**src/design/tce_pkg.sv**
```systemverilog
// ----------------------------------------------------------------------------
// Clause evaluator package
// Operation codes, configuration register indexes and field widths shared by
// the clause evaluator.
// ----------------------------------------------------------------------------
package tce_pkg;

  localparam int unsigned OpW       = 2;
  localparam int unsigned FeatIdxW  = 10;
  localparam int unsigned StateW    = 16;
  localparam int unsigned CfgIdxW   = 2;
  localparam int unsigned CfgDataW  = 16;

  typedef enum logic [OpW-1:0] {
    OpWrite   = 2'd0,
    OpLiteral = 2'd1,
    OpEnd     = 2'd2
  } op_e;

  localparam logic [CfgIdxW-1:0] CfgInferenceMode = 2'd0;
  localparam logic [CfgIdxW-1:0] CfgStateCount    = 2'd1;

  localparam logic [StateW-1:0] StateCountRst = 16'd256;

endpackage

```
**src/design/tsetlin_clause_evaluator_top.sv**
```systemverilog
// ----------------------------------------------------------------------------
// Tsetlin clause evaluator
// Holds a binary feature vector in a single-bit memory and evaluates one
// clause over it, one literal per beat, emitting the clause output on an end
// beat.
// ----------------------------------------------------------------------------
// The block takes one beat per cycle of any kind (feature write, literal or
// end of clause) while in_stall_o is low, and emits one result beat per end
// beat; a result is ready in the cycle after its end beat. A literal reads the
// feature memory at the edge it is accepted and folds into the running AND in
// the cycle after; an end beat that follows directly takes that pending
// literal into account, so back-to-back beats never wait. After reset the
// feature memory is swept to zero, one entry per cycle, with in_stall_o high
// until the sweep is done, while configuration writes are taken as usual.
// Configuration is meant to change only while no clause is in flight.
module tsetlin_clause_evaluator_top #(
  parameter int unsigned MAX_FEATURES = 1024
) (
  input  logic                          clk_i,
  input  logic                          rst_ni,
  // input beats
  input  logic                          in_valid_i,
  output logic                          in_stall_o,
  input  logic [tce_pkg::OpW-1:0]       operation_i,
  input  logic [tce_pkg::FeatIdxW-1:0]  feature_index_i,
  input  logic                          feature_bit_i,
  input  logic                          negated_i,
  input  logic [tce_pkg::StateW-1:0]    automaton_state_i,
  // result beats
  output logic                          out_valid_o,
  input  logic                          out_stall_i,
  output logic                          clause_output_o,
  // configuration writes
  input  logic                          cfg_valid_i,
  output logic                          cfg_ready_o,
  input  logic [tce_pkg::CfgIdxW-1:0]   cfg_index_i,
  input  logic [tce_pkg::CfgDataW-1:0]  cfg_data_i
);

  localparam int unsigned AddrW    = (MAX_FEATURES > 1) ? $clog2(MAX_FEATURES) : 1;
  localparam int unsigned AddrExtW = (AddrW > tce_pkg::FeatIdxW) ? AddrW : tce_pkg::FeatIdxW;
  localparam logic [AddrW-1:0] LastAddr = AddrW'(MAX_FEATURES - 1);

  // configuration
  logic                        inf_mode_q;
  logic [tce_pkg::StateW-1:0]  state_cnt_q;

  // clear sweep
  logic                        clr_busy_q;
  logic [AddrW-1:0]            clr_addr_q;

  // feature memory
  logic                        mem_q [MAX_FEATURES];
  logic                        mem_we;
  logic [AddrW-1:0]            mem_waddr;
  logic                        mem_wdata;
  logic                        mem_re;
  logic                        rdata_q;

  // literal stage
  logic                        lit_vld_q;
  logic                        lit_inc_q;
  logic                        lit_neg_q;
  logic                        lit_rng_q;
  logic                        lit_feat;
  logic                        lit_fail;

  // clause state and result
  logic                        alive_q, alive_d;
  logic                        out_valid_q, out_valid_d;
  logic                        out_q, out_d;

  logic                        in_acc;
  tce_pkg::op_e                op;
  logic [AddrExtW-1:0]         idx_ext;
  logic [AddrW-1:0]            idx_addr;
  logic                        idx_in_range;
  logic                        included;
  logic                        is_write;
  logic                        is_literal;
  logic                        is_end;

  assign in_stall_o  = clr_busy_q | (out_valid_q & out_stall_i);
  assign in_acc      = in_valid_i & ~in_stall_o;
  assign cfg_ready_o = 1'b1;

  assign op           = tce_pkg::op_e'(operation_i);
  assign idx_ext      = AddrExtW'(feature_index_i);
  assign idx_addr     = idx_ext[AddrW-1:0];
  assign idx_in_range = 32'(feature_index_i) < 32'(MAX_FEATURES);
  assign included     = inf_mode_q | (automaton_state_i > (state_cnt_q >> 1));

  always_comb begin
    is_write   = 1'b0;
    is_literal = 1'b0;
    is_end     = 1'b0;
    unique case (op)
      tce_pkg::OpWrite:   is_write   = 1'b1;
      tce_pkg::OpLiteral: is_literal = 1'b1;
      tce_pkg::OpEnd:     is_end     = 1'b1;
      default: ;  // unused code: drop the beat
    endcase
  end

  // configuration registers
  always_ff @(posedge clk_i or negedge rst_ni) begin
    if (!rst_ni) begin
      inf_mode_q  <= 1'b0;
      state_cnt_q <= tce_pkg::StateCountRst;
    end else if (cfg_valid_i && cfg_ready_o) begin
      unique case (cfg_index_i)
        tce_pkg::CfgInferenceMode: inf_mode_q  <= cfg_data_i[0];
        tce_pkg::CfgStateCount:    state_cnt_q <= cfg_data_i[tce_pkg::StateW-1:0];
        default: ;
      endcase
    end
  end

  // zero sweep after reset
  always_ff @(posedge clk_i or negedge rst_ni) begin
    if (!rst_ni) begin
      clr_busy_q <= 1'b1;
      clr_addr_q <= '0;
    end else if (clr_busy_q) begin
      clr_addr_q <= clr_addr_q + 1'b1;
      if (clr_addr_q == LastAddr) begin
        clr_busy_q <= 1'b0;
      end
    end
  end

  assign mem_we    = clr_busy_q | (in_acc & is_write & idx_in_range);
  assign mem_waddr = clr_busy_q ? clr_addr_q : idx_addr;
  assign mem_wdata = clr_busy_q ? 1'b0 : feature_bit_i;
  assign mem_re    = in_acc & is_literal & idx_in_range;

  // writes land at accept, so a later literal always sees them
  always_ff @(posedge clk_i) begin
    if (mem_we) begin
      mem_q[mem_waddr] <= mem_wdata;
    end
    if (mem_re) begin
      rdata_q <= mem_q[idx_addr];
    end
  end

  always_ff @(posedge clk_i or negedge rst_ni) begin
    if (!rst_ni) begin
      lit_vld_q <= 1'b0;
    end else begin
      lit_vld_q <= in_acc & is_literal;
    end
  end

  always_ff @(posedge clk_i) begin
    if (in_acc && is_literal) begin
      lit_inc_q <= included;
      lit_neg_q <= negated_i;
      lit_rng_q <= idx_in_range;
    end
  end

  // out-of-range features read as zero
  assign lit_feat = lit_rng_q & rdata_q;
  assign lit_fail = lit_vld_q & lit_inc_q & (lit_neg_q ? lit_feat : ~lit_feat);

  always_comb begin
    alive_d     = alive_q & ~lit_fail;
    out_valid_d = out_valid_q & out_stall_i;
    out_d       = out_q;
    if (in_acc && is_end) begin
      // fold in the pending literal, then rearm
      out_valid_d = 1'b1;
      out_d       = alive_q & ~lit_fail;
      alive_d     = 1'b1;
    end
  end

  always_ff @(posedge clk_i or negedge rst_ni) begin
    if (!rst_ni) begin
      alive_q     <= 1'b1;
      out_valid_q <= 1'b0;
    end else begin
      alive_q     <= alive_d;
      out_valid_q <= out_valid_d;
    end
  end

  always_ff @(posedge clk_i) begin
    out_q <= out_d;
  end

  assign out_valid_o     = out_valid_q;
  assign clause_output_o = out_q;

  // --------------------------------------------------------------------------
  a_end_gives_result: assert property (@(posedge clk_i) disable iff (!rst_ni)
    (in_acc && is_end) |=> out_valid_q)
    else $error("end beat produced no result");

  a_sweep_once: assert property (@(posedge clk_i) disable iff (!rst_ni)
    !clr_busy_q |=> !clr_busy_q)
    else $error("clear sweep restarted");

  a_no_result_in_sweep: assert property (@(posedge clk_i) disable iff (!rst_ni)
    clr_busy_q |-> !out_valid_q)
    else $error("result while sweeping the feature memory");

  a_lit_origin: assert property (@(posedge clk_i) disable iff (!rst_ni)
    lit_vld_q |-> $past(in_acc && is_literal))
    else $error("pending literal without an accepted literal beat");

endmodule

```
**config.mk**
```make
export PLATFORM = sky130hd
export DESIGN_NAME = tsetlin_clause_evaluator_top
export DESIGN_NICKNAME = d
export VERILOG_FILES = /design/src/design/tce_pkg.sv /design/src/design/tsetlin_clause_evaluator_top.sv
export SDC_FILE = /design/constraint.sdc
export NUM_CORES = 1
export LEC_CHECK = 0
export BUFFER_PORTS_ARGS = -buffer_cell sky130_fd_sc_hd__buf_2
export CAP_MARGIN = 40
export CORE_MARGIN = 3
export CORE_UTILIZATION = 40
export DETAILED_ROUTE_END_ITERATION = 8
export GPL_TIMING_DRIVEN = 0
export SYNTH_ARGS = -nofsm -noshare
export SYNTH_HDL_FRONTEND = slang
export SYNTH_SLANG_ARGS = --single-unit
```
**constraint.sdc**
```tcl
create_clock -name clk_i -period 38.6 [get_ports clk_i]
set_clock_uncertainty 0.15 [all_clocks]
set_input_delay 3.86 -clock clk_i [delete_from_list [all_inputs] [get_ports clk_i]]
set_output_delay 3.86 -clock clk_i [all_outputs]
set_load 0.05 [all_outputs]
```
Yosys cells after proc, flatten, opt, wreduce, memory -nomap -nowiden:

Memory sizes are Yosys's and may differ from the RTL's. A register that Yosys moved wholly into a read port is not among the register bits.
Index checks and enable logic that the tools add are counted.

* flip-flop bits (word level): 34
* memories kept: 1
* input bits: 53
* logic and storage cells: 48
* memory bits (writable): 1024

* reduce and logical (&&, ||, !) cells: 6
* order comparisons: 1
* mux-type cells: 12
* eq/ne operators: 4
* bitwise gates (word level): 13
* $add $sub $neg: 1

Memories
* mem_q: words 1024, bits a word 1, rd ports 1, clocked after memory_dff 1, write ports 1, line tsetlin_clause_evaluator_top.sv:53 `logic mem_q [MAX_FEATURES];`

Operators with widths (count)
* $gt A16 B15 Y1: 1
* $mux W1: 11
* $add A10 B1 Y10 const B: 1
* $eq A10 B10 Y1 const B: 1
* $mux W10: 1
* $and A1 B1 Y1: 7
* $eq A2 B1 Y1 const B: 2
* $logic_not A2 Y1: 2
* $reduce_and A2 Y1: 2
* $not A1 Y1: 3
* $or A1 B1 Y1: 3
* $eq A2 B2 Y1 const B: 1
* $logic_and A1 B1 Y1: 2

Longest topological paths before layout:

* depth after elaboration: 8
* mapped depth: 12
* gate-level depth less buffers: 10

Least setup slack after synthesis:

Ideal clock, no wire load.

* path kind: input to register
* start: input feature_bit_i
* end: memory mem_q[0], data pin
* data arrival time: 28.197 ns
* cell stages on the path: 1
* data required time: 33.276 ns
* library setup time: 5.174 ns
* slack: 5.078 ns
* cells stage by stage: nor2b_1

* cells in the longest elaborated chain, start to end: 1

RTL lines
* start, declared: line tsetlin_clause_evaluator_top.sv:26 `input logic feature_bit_i,`
* $mux W1: line tsetlin_clause_evaluator_top.sv:134 `assign mem_wdata = clr_busy_q ? 1'b0 : feature_bit_i;`
* end, declared: line tsetlin_clause_evaluator_top.sv:53

No other way between the ends.

Worst setup path in the final report:

* start: input out_stall_i
* end: output in_stall_o

* cells in the longest elaborated chain, start to end: 2

RTL lines
* start, declared: line tsetlin_clause_evaluator_top.sv:31 `input logic out_stall_i,`
* $and A1 B1 Y1: line tsetlin_clause_evaluator_top.sv:83 `assign in_stall_o = clr_busy_q | (out_valid_q & out_stall_i);`
* $or A1 B1 Y1: line tsetlin_clause_evaluator_top.sv:83
* end, declared: line tsetlin_clause_evaluator_top.sv:23 `output logic in_stall_o,`

No other way between the ends.

==> results.sh <==
export IMPL_wire_per_inst_um=32.2
export IMPL_io_pin_count=57
export IMPL_max_slew_margin_pct=33.0
export IMPL_start_util_pct=40.4
export IMPL_cts_tree="built"
export IMPL_antenna_found_initial=6
export IMPL_powerDensity_mw_per_mm2=46.8
export IMPL_path_max_fanout=3
export IMPL_yosys_warnings=0
export IMPL_routed_wl_mm=163
export IMPL_drv_cap=0
export IMPL_reg2reg_slack_ns=34.58
export IMPL_gr_total_overflow=0
export IMPL_cts_buffers_inserted=108
export IMPL_p_leak_nw=16.3
export IMPL_cts_root_buf="clkbuf_16"
export IMPL_period_needed_ns=8.53
export IMPL_synth_seq_cells=1058
export IMPL_p_switching_w=0.000566
export IMPL_netlist_area_mm2=0.0462
export IMPL_pwr_share_comb_pct=6.7
export IMPL_crit_path_end_kind="output port"
export IMPL_routed_via_density=6.05
export IMPL_p_clk_share_pct=42.5
export IMPL_syn_num_nets=3294
export IMPL_worst_slew_pin_slew_ns=1.00
export IMPL_nNetsFinal=3530
export IMPL_seq_power_share_pct=50.8
export IMPL_tns_ns=0
export IMPL_holdPathEnd="state_cnt_q[4]"
export IMPL_cts_buffer_depth=3
export IMPL_grt_pass1_vias=28945
export IMPL_hold_viol=0
export IMPL_synthFlopType="edfxtp_1"
export IMPL_clk_pin_slew_ns=0.06
export IMPL_cts_resized=0
export IMPL_synthArstFlopShare_pct=2.84
export IMPL_die_y_um=346
export IMPL_critPathKind="in2out"
export IMPL_die_w_um=346
export IMPL_drt_first_pass_iters=7
export IMPL_cts_hold_buf=0
export IMPL_p_int_w=0.00192
export IMPL_min_from="state_cnt_q[4]"
export IMPL_cts_sinks=1058
export IMPL_arrival_ns=4.52
export IMPL_status="finished, final reports clean"
export IMPL_timing_rr_start="clr_busy_q"
export IMPL_rows=124
export IMPL_synth_avg_cell_area_um2=14.3
export IMPL_grt_use_total_pct=26.8
export IMPL_ys_seq_area_share_pct=68.4
export IMPL_num_vias=30633
export IMPL_portBuffers=50
export IMPL_hp_class="reg2reg"
export IMPL_place_hpwl_mm=110
export IMPL_yosys_cell_types_count=64
export IMPL_critPathLaunchType="primary input"
export IMPL_place_congestion=0.988
export IMPL_hold_depth=1
export IMPL_postRouteAntennaNets=0
export IMPL_rsz0062_at_grt="false"
export IMPL_cts_max_level=3
export IMPL_final_common_cell="nor2_1"
export IMPL_synth_cells=3225
export IMPL_vdd_drop_max_v=0.0000386
export IMPL_crit_required_ns=34.59
export IMPL_clk_latency_ns=0.71
export IMPL_drt_iter0_drc=5151
export IMPL_power_w=0.00249
export IMPL_fmax_mhz=117
export IMPL_period_share_pct=22.1
export IMPL_core_area_mm2=0.115
export IMPL_grt_pass1_wl_mm=225
export IMPL_reg2regPathDepth=7
export IMPL_grt_max_degree=50
export IMPL_synth_edf_count=1028
export IMPL_fill_cells=10118
export IMPL_layout_drive_gt1_share_pct=18.8
export IMPL_p_sw_share_pct=22.7
export IMPL_cts_setup_buffers=0
export IMPL_final_cell_mix="nor2_1 (1067), edfxtp_1 (1028), mux4_2 (220)"
export IMPL_setup_viol=0
export IMPL_die_area_mm2=0.120
export IMPL_drc=0
export IMPL_area_growth_pct=15.0
export IMPL_r2r_end="mem_q[717]"
export IMPL_slew_viol_final=0
[metrics by stage]
step	instances	worst slack [ns]	instance area, um2	utilization (%)	hold slack (ns)
after floorplan	3225	5.08	46200	-	0.328
after global placement	4787	-16.02	48400	42.2	0.340
after detailed placement	4863	30.04	49600	43.3	0.343
after CTS	5064	30.03	53100	46.4	0.358
after global routing	5064	30.02	53100	46.4	0.372
final	5067	30.07	53100	46.4	0.356
[registers in the layout, summed over array words and instances (netlist names)]
signal / flops
alive_q: 1
clause_output_o: 1
clr_addr_q: 10
clr_busy_q: 1
inf_mode_q: 1
lit_inc_q: 1
lit_neg_q: 1
lit_vld_q: 1
mem_q: 1024
out_valid_o: 1
rdata_q: 1
state_cnt_q: 15
[critical path, cell delays in order]
cell and delay (ns):
buf_2 0.08, nand2_1 0.17, nand2b_1 0.13, buf_2 0.27
[power by group through the flow]
stage / Combinational, W / Clock (W) / Sequential [W]
CTS: 0.000161 / 0.00106 / 0.00126
floorplan: 0.0000833 / 0 / 0.00131
global route: 0.000170 / 0.00111 / 0.00126
finish: 0.000166 / 0.00106 / 0.00126
detailed placement: 0.000161 / 0 / 0.00129
global placement: 0.000149 / 0 / 0.00133
[kinds of logic (layout without fill, tap and decap cells)]
family	count (synthesis)	count (layout)	synth area share, %
and+or+nand+nor	1284	1284	11.0
DFF	1058	1058	68.4
muxes	344	344	13.7
buffers and inverters	316	643	3.18
AOI/OAI and AO/OA	196	196	3.00
adders and majority gates	16	16	0.433
xor gates and xnor gates	10	10	0.190
other	1	4	0.00811
[how the worst max path moves through the flow]
| stage | from | end | slack (ns) |
|---|---|---|---|
| finish | out_stall_i | in_stall_o | 30.07 |
| global route | out_stall_i | in_stall_o | 30.02 |
| CTS | out_stall_i | in_stall_o | 30.03 |
| detailed placement | out_stall_i | in_stall_o | 30.04 |
| global placement | feature_bit_i | mem_q[878] | -16.02 |
| floorplan | feature_bit_i | mem_q[0] | 5.08 |
[cell usage after synthesis (11+ instances only)]
master | count | area, um2
nor2_1 | 1067 | 4010
edfxtp_1 | 1028 | 30900
mux4_2 | 220 | 4950
clkbuf_1 | 163 | 612
nand2_1 | 100 | 375
mux2i_1 | 93 | 931
buf_2 | 90 | 450
a22oi_1 | 46 | 345
dfrtp_1 | 27 | 676
inv_1 | 24 | 90.1
mux2_2 | 24 | 270
a21oi_1 | 23 | 115
o22ai_1 | 19 | 119
buf_4 | 18 | 135
nor3_1 | 18 | 90.1
a22o_1 | 17 | 149
o21ai_0 | 17 | 85.1
ha_1 | 16 | 200
a211oi_1 | 15 | 113
nand2b_1 | 15 | 93.8
nand3_1 | 14 | 70.1
nand4_1 | 14 | 87.6
nor2b_1 | 13 | 81.3
o211ai_1 | 11 | 82.6
[final cells by class]
type                    instances  area, um2  area share (%)
clock buffers                 135       2940            5.53
flip-flops and latches       1058      31600            59.5
repair buffers                126       1480            2.78
clock inverters                66        584            1.10
inverters                      25       93.8           0.177
well taps                    1512       1890            3.56
diodes                          3       7.51          0.0141
multi-input cells            1851      13100            24.7
plain buffers                 291       1380            2.59
[layer usage]
layer / track usage, % / vias to the layer above / wire, um
met2: 40.4 / 2182 / 72200
li1: - / 12332 / -
met3: 8.77 / 433 / 22100
met5: 0.549 / - / 118
met1: 35.3 / 15680 / 59400
met4: 12.6 / 6 / 9110
No activity file was read; power rests on OpenSTA's default activity.
